### src/hdl/ter_pkg.sv
// Shared types and constants of the tunnel echo responder.
package ter_pkg;

	localparam int SLOT_DEPTH       = 64;
	localparam int SLOT_AW          = $clog2(SLOT_DEPTH);
	localparam int TEXT_MAX_DEFAULT = 48;
	localparam int REQ_PREFIX       = 11;
	localparam int BAUD_BYTES       = 4;
	localparam int QUEUE_DEPTH      = 2;
	localparam int QUEUE_AW         = $clog2(QUEUE_DEPTH);
	localparam int NUM_CNT          = 5;

	localparam int CNT_HANDLED = 0;
	localparam int CNT_DUP     = 1;
	localparam int CNT_BUSY    = 2;
	localparam int CNT_REJ     = 3;
	localparam int CNT_SENT    = 4;

	localparam logic [7:0] REQ_TYPE = 8'd1;
	localparam logic [7:0] RSP_TYPE = 8'd2;

	typedef enum logic [2:0] {
		CFG_LOCAL_SYSTEM  = 3'd0,
		CFG_OWN_COMPONENT = 3'd1,
		CFG_TUNNEL_TYPE   = 3'd2,
		CFG_PROTO_VERSION = 3'd3,
		CFG_LINK_BAUD     = 3'd4
	} ter_cfg_idx_t;

	typedef enum logic [2:0] {
		ST_OK        = 3'd0,
		ST_IDLE      = 3'd1,
		ST_INVALID   = 3'd2,
		ST_BUSY      = 3'd3,
		ST_NOT_READY = 3'd4
	} ter_status_t;

	typedef enum logic [1:0] {
		ACT_REQ_BYTE = 2'd0,
		ACT_READ_OUT = 2'd1,
		ACT_RELEASE  = 2'd2,
		ACT_BAD      = 2'd3
	} ter_act_t;

	// one classified word as it travels from front to back
	typedef struct packed {
		ter_act_t   act;
		logic       kind_ok;
		logic       addr_ok;
		logic [7:0] src_system;
		logic [7:0] src_component;
		logic [7:0] wire_length;
		logic [7:0] data_byte;
		logic       data_last;
	} ter_cmd_t;

	// registers the back end needs
	typedef struct packed {
		logic [7:0]  protocol_version;
		logic [31:0] link_baud;
	} ter_cfg_t;

endpackage

### src/hdl/tunnel_echo_responder_top.sv
// Top level of the tunnel echo responder.
// Input channel (in_valid/in_stall) takes one word per action: a request byte with its
// header fields, a read out of the pending response, or a release after sending.
// Output channel (out_valid/out_stall) returns status words; a request byte gives a word
// only when marked last, a read out gives one word per stored response byte, or one if none is held.
// Configuration is a plain write port (cfg_we, cfg_index, cfg_wdata), written while idle.
// Front end classifies words into a two-entry queue; back end executes from its head.
// Throughput: one input word per cycle while in_stall is low; a read out holds the back end
// until its last response byte is sent, with stored bytes fetched by a registered slot memory read.
// A result word reaches the outputs through the queue entry register and then the output register.
// When out_stall is high the result word holds and the back end waits; the queue fills and
// then in_stall rises. Non-final request bytes keep flowing while a result waits.
// Reset clears configuration to its defaults, empties the slot and queue and zeroes the
// counters; slot memory contents are not cleared and no startup pass is needed.
module tunnel_echo_responder_top import ter_pkg::*; #(
	parameter int TEXT_MAX = TEXT_MAX_DEFAULT
) (
	input  logic        clk,
	input  logic        arst_n,
	input  logic        cfg_we,
	input  logic [2:0]  cfg_index,
	input  logic [31:0] cfg_wdata,
	input  logic        in_valid,
	output logic        in_stall,
	input  logic [1:0]  action,
	input  logic [7:0]  src_system,
	input  logic [7:0]  src_component,
	input  logic [7:0]  dst_system,
	input  logic [7:0]  dst_component,
	input  logic [15:0] payload_kind,
	input  logic [7:0]  wire_length,
	input  logic [7:0]  data_byte,
	input  logic        data_last,
	output logic        out_valid,
	input  logic        out_stall,
	output logic [2:0]  status,
	output logic [7:0]  resp_byte,
	output logic        resp_last,
	output logic [5:0]  resp_length,
	output logic [7:0]  reply_system,
	output logic [7:0]  reply_component,
	output logic [31:0] handled_count,
	output logic [31:0] duplicate_count,
	output logic [31:0] busy_count,
	output logic [31:0] rejected_count,
	output logic [31:0] sent_count
);

	logic     q_full, q_push, q_pop, head_valid;
	ter_cmd_t push_cmd, head_cmd;
	ter_cfg_t back_cfg;

	ter_front u_front (
		.clk           (clk),
		.arst_n        (arst_n),
		.cfg_we        (cfg_we),
		.cfg_index     (cfg_index),
		.cfg_wdata     (cfg_wdata),
		.in_valid      (in_valid),
		.in_stall      (in_stall),
		.action        (action),
		.src_system    (src_system),
		.src_component (src_component),
		.dst_system    (dst_system),
		.dst_component (dst_component),
		.payload_kind  (payload_kind),
		.wire_length   (wire_length),
		.data_byte     (data_byte),
		.data_last     (data_last),
		.q_full        (q_full),
		.q_push        (q_push),
		.q_cmd         (push_cmd),
		.back_cfg      (back_cfg)
	);

	ter_queue u_queue (
		.clk        (clk),
		.arst_n     (arst_n),
		.push       (q_push),
		.push_cmd   (push_cmd),
		.full       (q_full),
		.pop        (q_pop),
		.head_valid (head_valid),
		.head_cmd   (head_cmd)
	);

	ter_back #(
		.TEXT_MAX (TEXT_MAX)
	) u_back (
		.clk             (clk),
		.arst_n          (arst_n),
		.cfg             (back_cfg),
		.q_valid         (head_valid),
		.q_cmd           (head_cmd),
		.q_pop           (q_pop),
		.out_valid       (out_valid),
		.out_stall       (out_stall),
		.status          (status),
		.resp_byte       (resp_byte),
		.resp_last       (resp_last),
		.resp_length     (resp_length),
		.reply_system    (reply_system),
		.reply_component (reply_component),
		.handled_count   (handled_count),
		.duplicate_count (duplicate_count),
		.busy_count      (busy_count),
		.rejected_count  (rejected_count),
		.sent_count      (sent_count)
	);

endmodule

### src/hdl/ter_front.sv
// Front end: configuration registers, input acceptance and word classification.
module ter_front import ter_pkg::*; (
	input  logic        clk,
	input  logic        arst_n,
	input  logic        cfg_we,
	input  logic [2:0]  cfg_index,
	input  logic [31:0] cfg_wdata,
	input  logic        in_valid,
	output logic        in_stall,
	input  logic [1:0]  action,
	input  logic [7:0]  src_system,
	input  logic [7:0]  src_component,
	input  logic [7:0]  dst_system,
	input  logic [7:0]  dst_component,
	input  logic [15:0] payload_kind,
	input  logic [7:0]  wire_length,
	input  logic [7:0]  data_byte,
	input  logic        data_last,
	input  logic        q_full,
	output logic        q_push,
	output ter_cmd_t    q_cmd,
	output ter_cfg_t    back_cfg
);

	logic [7:0]  local_system_q;
	logic [7:0]  own_component_q;
	logic [15:0] tunnel_type_q;
	logic [7:0]  proto_version_q;
	logic [31:0] link_baud_q;

	always_ff @(posedge clk or negedge arst_n) begin
		if (!arst_n) begin
			local_system_q  <= 8'd0;
			own_component_q <= 8'd1;
			tunnel_type_q   <= 16'd0;
			proto_version_q <= 8'd1;
			link_baud_q     <= 32'd0;
		end else if (cfg_we) begin
			unique case (ter_cfg_idx_t'(cfg_index))
				CFG_LOCAL_SYSTEM:  local_system_q  <= cfg_wdata[7:0];
				CFG_OWN_COMPONENT: own_component_q <= cfg_wdata[7:0];
				CFG_TUNNEL_TYPE:   tunnel_type_q   <= cfg_wdata[15:0];
				CFG_PROTO_VERSION: proto_version_q <= cfg_wdata[7:0];
				CFG_LINK_BAUD:     link_baud_q     <= cfg_wdata;
				default: ;
			endcase
		end
	end

	assign in_stall = q_full;
	assign q_push   = in_valid && !q_full;

	always_comb begin
		q_cmd.act           = ter_act_t'(action);
		q_cmd.kind_ok       = (payload_kind == tunnel_type_q);
		q_cmd.addr_ok       = (src_system != 8'd0) && (src_component != 8'd0) &&
			(local_system_q != 8'd0) && (dst_system == local_system_q) &&
			(dst_component == own_component_q);
		q_cmd.src_system    = src_system;
		q_cmd.src_component = src_component;
		q_cmd.wire_length   = wire_length;
		q_cmd.data_byte     = data_byte;
		q_cmd.data_last     = data_last;
	end

	assign back_cfg.protocol_version = proto_version_q;
	assign back_cfg.link_baud        = link_baud_q;

endmodule

### src/hdl/ter_queue.sv
// Short queue of classified words between front and back.
module ter_queue import ter_pkg::*; (
	input  logic     clk,
	input  logic     arst_n,
	input  logic     push,
	input  ter_cmd_t push_cmd,
	output logic     full,
	input  logic     pop,
	output logic     head_valid,
	output ter_cmd_t head_cmd
);

	ter_cmd_t              entry_q [QUEUE_DEPTH];
	logic [QUEUE_AW-1:0]   wr_ptr_q;
	logic [QUEUE_AW-1:0]   rd_ptr_q;
	logic [QUEUE_AW:0]     count_q;
	logic                  do_pop;

	assign full       = (count_q == (QUEUE_AW + 1)'(QUEUE_DEPTH));
	assign head_valid = (count_q != '0);
	assign head_cmd   = entry_q[rd_ptr_q];
	assign do_pop     = pop && head_valid;

	always_ff @(posedge clk) begin
		if (push) begin
			entry_q[wr_ptr_q] <= push_cmd;
		end
	end

	always_ff @(posedge clk or negedge arst_n) begin
		if (!arst_n) begin
			wr_ptr_q <= '0;
			rd_ptr_q <= '0;
			count_q  <= '0;
		end else begin
			if (push) begin
				wr_ptr_q <= wr_ptr_q + 1'b1;
			end
			if (do_pop) begin
				rd_ptr_q <= rd_ptr_q + 1'b1;
			end
			if (push && !do_pop) begin
				count_q <= count_q + 1'b1;
			end else if (!push && do_pop) begin
				count_q <= count_q - 1'b1;
			end
		end
	end

endmodule

### src/hdl/ter_back.sv
// Back end: request assembly and judging, response slot, read out, counters, output register.
module ter_back import ter_pkg::*; #(
	parameter int TEXT_MAX = TEXT_MAX_DEFAULT
) (
	input  logic        clk,
	input  logic        arst_n,
	input  ter_cfg_t    cfg,
	input  logic        q_valid,
	input  ter_cmd_t    q_cmd,
	output logic        q_pop,
	output logic        out_valid,
	input  logic        out_stall,
	output logic [2:0]  status,
	output logic [7:0]  resp_byte,
	output logic        resp_last,
	output logic [5:0]  resp_length,
	output logic [7:0]  reply_system,
	output logic [7:0]  reply_component,
	output logic [31:0] handled_count,
	output logic [31:0] duplicate_count,
	output logic [31:0] busy_count,
	output logic [31:0] rejected_count,
	output logic [31:0] sent_count
);

	typedef enum logic [1:0] {
		BK_IDLE = 2'b01,
		BK_READ = 2'b10
	} ter_bstate_t;

	ter_bstate_t        state_q, state_n;
	logic [SLOT_AW-1:0] rp_q, rp_n;
	logic [7:0]         rx_count_q, rx_count_n;
	logic [7:0]         rx_text_q, rx_text_n;
	logic               rx_hdr_q, rx_hdr_n;
	logic               rx_match_q, rx_match_n;
	logic               slot_valid_q, slot_valid_n;
	logic [7:0]         slot_sys_q, slot_sys_n;
	logic [7:0]         slot_comp_q, slot_comp_n;
	logic [5:0]         slot_len_q, slot_len_n;
	logic [31:0]        slot_baud_q, slot_baud_n;
	logic [31:0]        cnt_q [NUM_CNT];
	logic [31:0]        cnt_n [NUM_CNT];

	logic [7:0]         slot_mem [SLOT_DEPTH];
	logic [7:0]         rd_q;
	logic [SLOT_AW-1:0] rd_addr;
	logic               mem_we;

	logic               out_valid_q;
	ter_status_t        out_status_q, st;
	logic [7:0]         out_byte_q, obyte;
	logic               out_last_q, olast;
	logic               load_out, out_free;

	// per-byte evaluation
	logic [7:0]         idx, b;
	logic               in_slot, hdr_b, match_b;
	logic [7:0]         txt_b, count_b;
	logic [8:0]         len9;
	logic               bad, dup;

	// read out byte selection
	logic [5:0]         baud_base, baud_off;
	logic [7:0]         baud_byte, ro_byte;

	assign out_free = !out_valid_q || !out_stall;

	assign idx     = rx_count_q;
	assign b       = q_cmd.data_byte;
	assign in_slot = (idx < 8'(SLOT_DEPTH));
	assign hdr_b   = rx_hdr_q &&
		!((idx == 8'd0) && (b != cfg.protocol_version)) &&
		!((idx == 8'd1) && (b != REQ_TYPE));
	assign txt_b   = (idx == 8'd10) ? b : rx_text_q;
	assign match_b = rx_match_q && in_slot &&
		!(slot_valid_q && (idx >= 8'd2) && (rd_q != b));
	assign count_b = (idx == 8'hFF) ? idx : idx + 8'd1;
	assign len9    = {1'b0, count_b};

	assign bad = !q_cmd.addr_ok ||
		(len9 < 9'(REQ_PREFIX + 1)) || (len9 > 9'(REQ_PREFIX + TEXT_MAX)) ||
		(q_cmd.wire_length < count_b) || !hdr_b ||
		(txt_b == 8'd0) || (txt_b > 8'(TEXT_MAX)) ||
		(len9 != 9'(REQ_PREFIX) + {1'b0, txt_b});
	assign dup = match_b && (q_cmd.src_system == slot_sys_q) &&
		(q_cmd.src_component == slot_comp_q) &&
		({3'b000, slot_len_q} == len9 + 9'(BAUD_BYTES));

	assign baud_base = slot_len_q - 6'(BAUD_BYTES);
	assign baud_off  = rp_q - baud_base;

	always_comb begin
		unique case (baud_off[1:0])
			2'd0: baud_byte = slot_baud_q[7:0];
			2'd1: baud_byte = slot_baud_q[15:8];
			2'd2: baud_byte = slot_baud_q[23:16];
			2'd3: baud_byte = slot_baud_q[31:24];
			default: baud_byte = 8'd0;
		endcase
	end

	// byte 1 and the appended baud are not read from the slot memory
	always_comb begin
		priority if (rp_q == 6'd1) begin
			ro_byte = RSP_TYPE;
		end else if (rp_q >= baud_base) begin
			ro_byte = baud_byte;
		end else begin
			ro_byte = rd_q;
		end
	end

	always_comb begin
		state_n      = state_q;
		rp_n         = rp_q;
		rx_count_n   = rx_count_q;
		rx_text_n    = rx_text_q;
		rx_hdr_n     = rx_hdr_q;
		rx_match_n   = rx_match_q;
		slot_valid_n = slot_valid_q;
		slot_sys_n   = slot_sys_q;
		slot_comp_n  = slot_comp_q;
		slot_len_n   = slot_len_q;
		slot_baud_n  = slot_baud_q;
		cnt_n        = cnt_q;
		q_pop        = 1'b0;
		load_out     = 1'b0;
		mem_we       = 1'b0;
		st           = ST_OK;
		obyte        = 8'd0;
		olast        = 1'b1;

		unique case (state_q)
			BK_IDLE: begin
				if (q_valid) begin
					unique case (q_cmd.act)
						ACT_REQ_BYTE: begin
							if (!q_cmd.data_last || out_free) begin
								q_pop  = 1'b1;
								mem_we = in_slot && !slot_valid_q;
								if (!q_cmd.data_last) begin
									rx_count_n = count_b;
									rx_text_n  = txt_b;
									rx_hdr_n   = hdr_b;
									rx_match_n = match_b;
								end else begin
									load_out   = 1'b1;
									rx_count_n = 8'd0;
									rx_text_n  = 8'd0;
									rx_hdr_n   = 1'b1;
									rx_match_n = 1'b1;
									priority if (!q_cmd.kind_ok) begin
										st = ST_IDLE;
									end else if (bad) begin
										st = ST_INVALID;
										cnt_n[CNT_REJ] = cnt_q[CNT_REJ] + 32'd1;
									end else if (slot_valid_q) begin
										if (dup) begin
											st = ST_OK;
											cnt_n[CNT_DUP] = cnt_q[CNT_DUP] + 32'd1;
										end else begin
											st = ST_BUSY;
											cnt_n[CNT_BUSY] = cnt_q[CNT_BUSY] + 32'd1;
										end
									end else if (cfg.link_baud == 32'd0) begin
										st = ST_NOT_READY;
										cnt_n[CNT_REJ] = cnt_q[CNT_REJ] + 32'd1;
									end else begin
										st           = ST_OK;
										slot_valid_n = 1'b1;
										slot_sys_n   = q_cmd.src_system;
										slot_comp_n  = q_cmd.src_component;
										slot_len_n   = 6'(len9 + 9'(BAUD_BYTES));
										slot_baud_n  = cfg.link_baud;
										cnt_n[CNT_HANDLED] = cnt_q[CNT_HANDLED] + 32'd1;
									end
								end
							end
						end
						ACT_READ_OUT: begin
							if (slot_valid_q) begin
								q_pop   = 1'b1;
								state_n = BK_READ;
								rp_n    = '0;
							end else if (out_free) begin
								q_pop    = 1'b1;
								load_out = 1'b1;
								st       = ST_NOT_READY;
							end
						end
						ACT_RELEASE: begin
							if (out_free) begin
								q_pop    = 1'b1;
								load_out = 1'b1;
								if (slot_valid_q) begin
									st           = ST_OK;
									slot_valid_n = 1'b0;
									slot_sys_n   = 8'd0;
									slot_comp_n  = 8'd0;
									slot_len_n   = 6'd0;
									if (rx_count_q != 8'd0) begin
										rx_hdr_n = 1'b0;
									end
									cnt_n[CNT_SENT] = cnt_q[CNT_SENT] + 32'd1;
								end else begin
									st = ST_IDLE;
								end
							end
						end
						ACT_BAD: begin
							if (out_free) begin
								q_pop    = 1'b1;
								load_out = 1'b1;
								st       = ST_INVALID;
							end
						end
						default: ;
					endcase
				end
			end
			BK_READ: begin
				if (out_free) begin
					load_out = 1'b1;
					st       = ST_OK;
					obyte    = ro_byte;
					olast    = (rp_q == slot_len_q - 6'd1);
					if (olast) begin
						state_n = BK_IDLE;
						rp_n    = '0;
					end else begin
						rp_n = rp_q + 6'd1;
					end
				end
			end
			default: state_n = BK_IDLE;
		endcase
	end

	// read port always holds the entry that the next cycle will need
	assign rd_addr = (state_n == BK_READ) ? rp_n : rx_count_n[SLOT_AW-1:0];

	always_ff @(posedge clk) begin
		if (mem_we) begin
			slot_mem[idx[SLOT_AW-1:0]] <= b;
		end
		rd_q <= slot_mem[rd_addr];
	end

	always_ff @(posedge clk or negedge arst_n) begin
		if (!arst_n) begin
			state_q      <= BK_IDLE;
			rp_q         <= '0;
			rx_count_q   <= 8'd0;
			rx_text_q    <= 8'd0;
			rx_hdr_q     <= 1'b1;
			rx_match_q   <= 1'b1;
			slot_valid_q <= 1'b0;
			slot_sys_q   <= 8'd0;
			slot_comp_q  <= 8'd0;
			slot_len_q   <= 6'd0;
			slot_baud_q  <= 32'd0;
			for (int i = 0; i < NUM_CNT; i++) begin
				cnt_q[i] <= 32'd0;
			end
			out_valid_q  <= 1'b0;
		end else begin
			state_q      <= state_n;
			rp_q         <= rp_n;
			rx_count_q   <= rx_count_n;
			rx_text_q    <= rx_text_n;
			rx_hdr_q     <= rx_hdr_n;
			rx_match_q   <= rx_match_n;
			slot_valid_q <= slot_valid_n;
			slot_sys_q   <= slot_sys_n;
			slot_comp_q  <= slot_comp_n;
			slot_len_q   <= slot_len_n;
			slot_baud_q  <= slot_baud_n;
			cnt_q        <= cnt_n;
			if (load_out) begin
				out_valid_q <= 1'b1;
			end else if (!out_stall) begin
				out_valid_q <= 1'b0;
			end
		end
	end

	always_ff @(posedge clk) begin
		if (load_out) begin
			out_status_q <= st;
			out_byte_q   <= obyte;
			out_last_q   <= olast;
		end
	end

	// slot and counters change only when a new word is loaded, so they match the held word
	assign out_valid       = out_valid_q;
	assign status          = out_status_q;
	assign resp_byte       = out_byte_q;
	assign resp_last       = out_last_q;
	assign resp_length     = slot_len_q;
	assign reply_system    = slot_sys_q;
	assign reply_component = slot_comp_q;
	assign handled_count   = cnt_q[CNT_HANDLED];
	assign duplicate_count = cnt_q[CNT_DUP];
	assign busy_count      = cnt_q[CNT_BUSY];
	assign rejected_count  = cnt_q[CNT_REJ];
	assign sent_count      = cnt_q[CNT_SENT];

	a_empty_len: assert property (@(posedge clk) disable iff (!arst_n)
		!slot_valid_q |-> (slot_len_q == 6'd0))
		else $error("empty slot with nonzero length");

	a_read_needs_slot: assert property (@(posedge clk) disable iff (!arst_n)
		(state_q == BK_READ) |-> (slot_valid_q && (rp_q < slot_len_q)))
		else $error("read out beyond stored response");

	a_fill_counts: assert property (@(posedge clk) disable iff (!arst_n)
		$rose(slot_valid_q) |->
			(cnt_q[CNT_HANDLED] == $past(cnt_q[CNT_HANDLED]) + 32'd1))
		else $error("slot filled without handled count");

	a_no_load_when_held: assert property (@(posedge clk) disable iff (!arst_n)
		(out_valid_q && out_stall) |=> ($stable(out_status_q) && $stable(slot_len_q) &&
			$stable(cnt_q[CNT_REJ])))
		else $error("held word or its slot state changed");

endmodule
### config.mk
export PLATFORM = sky130hd
export DESIGN_NAME = tunnel_echo_responder_top
export DESIGN_NICKNAME = d
export VERILOG_FILES = /design/src/hdl/ter_pkg.sv /design/src/hdl/tunnel_echo_responder_top.sv /design/src/hdl/ter_front.sv /design/src/hdl/ter_queue.sv /design/src/hdl/ter_back.sv
export SDC_FILE = /design/constraint.sdc
export NUM_CORES = 1
export LEC_CHECK = 0
export ABC_AREA = 1
export BUFFER_PORTS_ARGS = -buffer_cell sky130_fd_sc_hd__buf_2
export CELL_PAD_IN_SITES_DETAIL_PLACEMENT = 1
export CELL_PAD_IN_SITES_GLOBAL_PLACEMENT = 1
export CORE_MARGIN = 2
export CORE_UTILIZATION = 45
export CTS_BUF_LIST = sky130_fd_sc_hd__clkbuf_4
export DETAILED_ROUTE_END_ITERATION = 16
export PLACE_DENSITY_LB_ADDON = 0.1
export SYNTH_ARGS = -nofsm -noshare
export SYNTH_HDL_FRONTEND = slang
export SYNTH_SLANG_ARGS = --single-unit
### constraint.sdc
create_clock -name clk -period 5.8 [get_ports clk]
set_input_delay 0.29 -clock clk [delete_from_list [all_inputs] [get_ports clk]]
set_output_delay 0.29 -clock clk [all_outputs]
set_load 0.01 [all_outputs]
==> results of run 1 <==
[logic make-up (layout without fill, tap and decap cells)]
group | Yosys count | count (layout) | synth area share
AOI/OAI and AO/OA | 227 | 227 | 0.0298
muxes | 17 | 17 | 0.00425
other | 0 | 2 | 0
adders and majority gates | 31 | 31 | 0.00884
buffers and inverters | 957 | 1779 | 0.0866
xor gates and xnor gates | 210 | 210 | 0.0411
and+or+nand+nor | 2507 | 2507 | 0.246
DFF | 924 | 924 | 0.583
[how the worst min path moves through the flow]
stage | from | endpoint | slack (ps)
after global placement | arst_n | u_back.rejected_count[15]$_DFFE_PN0P_ | 350
final | cfg_wdata[2] | u_front.own_component_q[2]$_DFFE_PN0P_ | 130
after CTS | cfg_wdata[2] | u_front.proto_version_q[2]$_DFFE_PN0P_ | 4
after detailed placement | arst_n | u_back.rejected_count[15]$_DFFE_PN0P_ | 350
after floorplan | arst_n | u_back.busy_count[0]$_DFFE_PN0P_ | -6
after global routing | cfg_wdata[2] | u_front.proto_version_q[2]$_DFFE_PN0P_ | 110
[stage by stage]
stage	worst slack (ps)	area [µm²]	total power, W	hold WS (ps)
final	874	52500	0.0256	132
after global routing	393	52500	0.0272	112
after CTS	850	52500	0.0257	4.38
after detailed placement	852	47800	0.0195	350
after global placement	867	47800	0.0193	346
after floorplan	2090	44700	0.0155	-5.59
[sequential cells by signal, indices dropped and copies added, names as in the netlist, 3 cells and up]
name / flops
u_back.slot_mem: 512
u_queue.entry_q: 74
u_back.busy_count: 32
u_back.duplicate_count: 32
u_back.handled_count: 32
u_back.rejected_count: 32
u_back.sent_count: 32
u_back.slot_baud_q: 32
u_front.link_baud_q: 32
u_front.tunnel_type_q: 16
u_back.idx: 8
u_back.rd_q: 8
u_back.reply_component: 8
u_back.reply_system: 8
u_back.resp_byte: 8
u_back.rx_text_q: 8
u_front.local_system_q: 8
u_front.own_component_q: 8
u_front.proto_version_q: 8
u_back.resp_length: 6
u_back.rp_q: 6
u_back.status: 3
[power breakdown]
| part | internal, W | total, W | switching [W] | leakage [nW] |
|---|---|---|---|---|
| combinational | 0.00297 | 0.0108 | 0.00783 | 12.6 |
| clock | 0.00316 | 0.00603 | 0.00287 | 1.97 |
| sequential | 0.00820 | 0.00875 | 0.000553 | 9.52 |
[layout by cell type (no fill, tap or decap), types with 107 or more instances in the layout]
cell              n
buf_2           301
clkbuf_4        402
dfrtp_1         313
dlygate4sd3_1   149
edfxtp_1        598
inv_1           775
nand2_1        1269
nand3_1         656
nor2_1          274
o21ai_0         107
xor2_1          142
[final cells by class]
cell class | count | area share
Timing Repair Buffer | 526 | 0.0713
Tap cell | 1287 | 0.0306
Clock inverter | 60 | 0.00448
Inverter | 791 | 0.0566
Sequential cell | 924 | 0.496
Clock buffer | 402 | 0.0574
Multi-Input combinational cell | 2992 | 0.283
Antenna cell | 2 | 0.0000952
[worst register-to-register path, stage by stage, from the launching register on]
cell     delay, ps
dfrtp_1        490
inv_4          170
buf_4          350
nand2_1        150
nand2_2        640
xor2_1         160
nor2_1         130
nand4_1        110
nand2_1        120
nand2_1        140
nor3_1         260
nand4_1        460
nor2_1         230
nand2_1         70
nor2_1         620
nand2_1        460
nand2_1        170
nand2_1         60
[metal layers]
metal  global-route usage  wire length [µm]  vias to the layer above
met2                0.492             72300                     1029
met5                    0                 0                        -
met1                0.355             60300                    18200
met3               0.0581              8830                      272
li1                     -                 -                    17200
met4                0.103              4170                        0
==> metrics.txt, run 1 <==
status=finished clean; Syn Area/Cell=9.18 µm²; drt via density=5.26; min Tclk post-route=4930 ps; Clock Sinks=924; DR WL/cell=20.8 µm; instance count on the critical path=17; Worst EP arrival=5910 ps; number of antenna violations at the first check in global routing=2; Layout area overhead=17.5%; Synthesized Nets=5,011; Max VDD drop=505 µV; CP Data Required Time=6790 ps; core area=98,400 µm²; layout cells sized above 1=0.160; R2R cell count=17; multi-input logic area=14,900 µm²; Post-CTS Hold Buffers=150; post-synth top area share=0.402; Sum Neg Setup Slack=0 ps; RSZ-0062 raised after global routing=false; DP HPWL=94,000 µm; post-synthesis cell type count=67; crit path cell chain=inv_4 > buf_4 > nand2_1 > nand2_2 > xor2_1 > nor2_1 > nand4_1 > nand2_1 > nand2_1 > nor3_1 > nand4_1 > nor2_1 > nand2_1 > nor2_1 > nand2_1 > nand2_1 > nand2_1; count leader, synth=nand2_1; Crit path top cell by count=nand2_1; Leak=24.0 nW; setup bufs post-CTS=0; Final ANT Viol Nets=0; die area=102,000 µm²; DRT Wirelength=146,000 µm; Post-synth EDFFs=598; final core occ=0.534; Synth area leaders=edfxtp_1 40%, dfrtp_1 18%, nand2_1 11%, nand3_1 7.4%, inv_1 6.5%; Die X=319 µm; # IOs=303; Post-CTS Resized=0; Worst setup endpoint=u_back.duplicate_count[27]$_DFFE_PN0P_; vias in the first global route=39,800; crit path kind=reg -> reg; total number of H-tree levels=5; clk_skew=115 ps; fin crit share=0.849; FF/Latch Area=26,100 µm²; Placed Instances=6,370; worst-path cell with the longest stage delay=nand2_2; RD Place Congestion=0.910; async set-or-reset flop fraction in the synthesized netlist=0.344; sequential fraction of the synthesis area=0.583; # port buffers=302; Top FF cell, synth=edfxtp_1; startpoint type of the worst setup path=register; clock root cell=clkbuf_4; Final setup viols=0; hold depth=4; Total GRT Usage=0.286; maxcap violations=0; largest net degree at the start of global routing=163; clock buffer depth=4; Hold Path Class=in -> reg; FF-to-FF setup slack=870 ps; Final Hold Fails=0; Slew Viols, Final=0; Critical Path Max Stage Delay=640 ps; Seq cells post-synth=924; Overflow after GRT=0; Yosys top cell by area=edfxtp_1; power per cell area=487 nW/µm²; cell area after synthesis=44,700 µm²; Post-Layout Cell Count=6,984; Fmax=203 MHz; Clock Latency Late Sink=1190 ps; Worst Setup SP=u_queue.rd_ptr_q$_DFFE_PN0P_; Filler Cells Inserted=11,500; r2r endpoint=u_back.duplicate_count[27]$_DFFE_PN0P_; Critical Path End Type=register; # rows=115; DRC viols=0; synth warn=0; Max FO, Critical Path=29; WP buf/inv=2; Initial DRC Count=2,306; CTS tree=done; clock transition time at the flip-flop clock pins of the worst setup and hold paths=60 ps; Post-layout nets=5,649; Post-synth top cells=1,277 x nand2_1, 776 x inv_1, 657 x nand3_1; die height=319 µm; CTS Buf Count=276; Gate Count Post-Synth=4,873; drt first pass iters=5; Top delay family on crit path=simple AND/OR/NAND/NOR gates; vias=36,700; Rel. slew slack=0.196; Critical R2R Launch=u_queue.rd_ptr_q$_DFFE_PN0P_; worst slew pin tran=1200 ps; first-pass GRT wire length=226,000 µm; initial core utilization=0.454
Note: power is estimated with default switching activity, not from simulation.
==> run 2: changes to the inputs <==
clock period = 5 ns   (was 5.8 ns; I/O delays follow)
==> run 2 against run 1 <==
Compared with the run above:
- wire length grew 0.42%
- highest routed layer unchanged
- critical path depth is the same
- total power grew 17%
- hold slack gained 22 ps
- largest cell class unchanged
==> metrics.txt, run 2 (synthesized netlist as in run 1, its figures left out) <==
switching power=0.0131 W; Sum Neg Setup Slack=0 ps; DP HPWL=96,100 µm; Post-CTS Resized=0; die height=319 µm; power per cell area=569 nW/µm²; drt via density=5.28; Clock Latency Late Sink=1170 ps; # rows=115; total number of H-tree levels=5; Hold Path Class=in -> async; clock root cell=clkbuf_4; Initial DRC Count=2,584; Final setup viols=0; # IOs=303; vias in the first global route=39,400; vias=37,000; CTS tree=done; WL met2=71,700 µm; most frequent cells in the layout=1,269 x nand2_1, 775 x inv_1, 656 x nand3_1; Clock Sinks=924; CTS Buf Count=274; Logic pwr share=0.424; Post-CTS Hold Buffers=159; core area=98,400 µm²; Int Power=0.0169 W; DRC viols=0; worst slew pin tran=1260 ps; Critical Path End Type=register; RSZ-0062 raised after global routing=false; layout cells sized above 1=0.164; Layout area overhead=18.2%; Routed met1 length=62,200 µm; number of antenna violations at the first check in global routing=2; Worst EP arrival=5490 ps; register share of total power=0.338; clk_skew=82.2 ps; startpoint type of the worst setup path=register; status=finished clean; Max VDD drop=422 µV; Total GRT Usage=0.287; Placed Instances=6,386; Fmax=221 MHz; Final ANT Viol Nets=0; clock transition time at the flip-flop clock pins of the worst setup and hold paths=70 ps; commonest non-fill, non-tap cell in the layout=nand2_1; drt first pass iters=5; Post-Layout Cell Count=7,004; Rel. slew slack=0.158; Slew Viols, Final=0; clock buffer depth=4; switching share of total power=0.437; Final Hold Fails=0; RD Place Congestion=0.918; # port buffers=302; R2R cell count=17; Post-layout nets=5,672; Leak=24.2 nW; initial core utilization=0.454; crit path kind=reg -> reg; die area=102,000 µm²; Die X=319 µm; max reg flops=512; Overflow after GRT=0; Clock power frac=0.238; Max FO, Critical Path=11; met3 routed wirelength=8880 µm; DR WL/cell=20.9 µm; DRT Wirelength=146,000 µm; maxcap violations=0; min Tclk post-route=4520 ps; fin crit share=0.904; setup bufs post-CTS=0; first-pass GRT wire length=227,000 µm; top routing layer in use=met4; largest net degree at the start of global routing=166; CP Data Required Time=5980 ps
run 2: changes by cell type in the layout (fill, tap and decap cells not counted), moves of 4 or more:
cell | before | now
clkinv_1 | 56 | 43
dlygate4sd3_1 | 149 | 158
buf_4 | 62 | 75
inv_2 | 13 | 18
clkinv_2 | 5 | 9
buf_12 | 12 | 16
run 2: routing by layer:
metal	GRT usage	up-vias
met5	0	-
met4	0.0879	0
met3	0.0580	251
met2	0.483	1121
met1	0.373	18300
li1	-	17300
run 2: worst max-delay path, cell delays in order (launching register included):
cell     delay, ps
dfrtp_1        560
nand3_2        370
nor2_2         260
nand3_2        240
nand2_2        310
ha_1           350
xnor2_1        250
nand4_1        120
nor2_1         110
nand4_1        140
nor2_1         120
nand4_1        320
nor2_1         300
nand4_2        340
nor2_2         340
nand3_1        110
nand2_1         90
nand2_1         60
run 2: cell type report:
| class | instances | area (µm²) |
|---|---|---|
| diodes | 1 | 2.50 |
| clock buffers | 400 | 3000 |
| clock inverters | 58 | 307 |
| fillers | 11500 | 45600 |
| inverters | 791 | 2970 |
| multi-input cells | 2992 | 14900 |
| flip-flops and latches | 924 | 26100 |
| well taps | 1287 | 1610 |
| repair buffers | 551 | 3990 |
run 2: worst paths after layout:
check	slack (ps)	to	start
min in group clk	190	u_back.out_valid$_DFFE_PN0P_	out_stall
worst max-delay path	480	u_back.duplicate_count[19]$_DFFE_PN0P_	u_back.idx[4]$_DFF_PN0_
worst max register to register	480	u_back.duplicate_count[19]$_DFFE_PN0P_	u_back.idx[4]$_DFF_PN0_
max in group asynchronous	3580	u_back.sent_count[7]$_DFFE_PN0P_	arst_n
worst min register to register	460	u_back.sent_count[31]$_DFFE_PN0P_	u_back.sent_count[31]$_DFFE_PN0P_
worst min-delay path	150	u_back.rejected_count[21]$_DFFE_PN0P_	arst_n
run 2: power by group through the flow:
| stage | clock, W | combinational (W) | sequential, W |
|---|---|---|---|
| 2_1_floorplan | 0 | 0.00785 | 0.0101 |
| 3_3_place_gp | 0 | 0.0123 | 0.0103 |
| 3_5_place_dp | 0 | 0.0125 | 0.0103 |
| 4_1_cts | 0.00733 | 0.0127 | 0.0101 |
| 5_1_grt | 0.00779 | 0.0139 | 0.0102 |
| 6_report | 0.00716 | 0.0127 | 0.0102 |
run 2: through the flow:
| step | setup WS [ps] | util | area (µm²) | hold WS, ps | power, W |
|---|---|---|---|---|---|
| detailed placement | 578 | 0.487 | 47900 | 109 | 0.0227 |
| floorplan | 1290 | - | 44700 | -45.6 | 0.0180 |
| global placement | 652 | 0.487 | 47900 | 108 | 0.0225 |
| CTS | 553 | 0.537 | 52800 | 12.2 | 0.0301 |
| global route | 126 | 0.537 | 52800 | 81.1 | 0.0319 |
| finish | 481 | 0.537 | 52800 | 155 | 0.0301 |
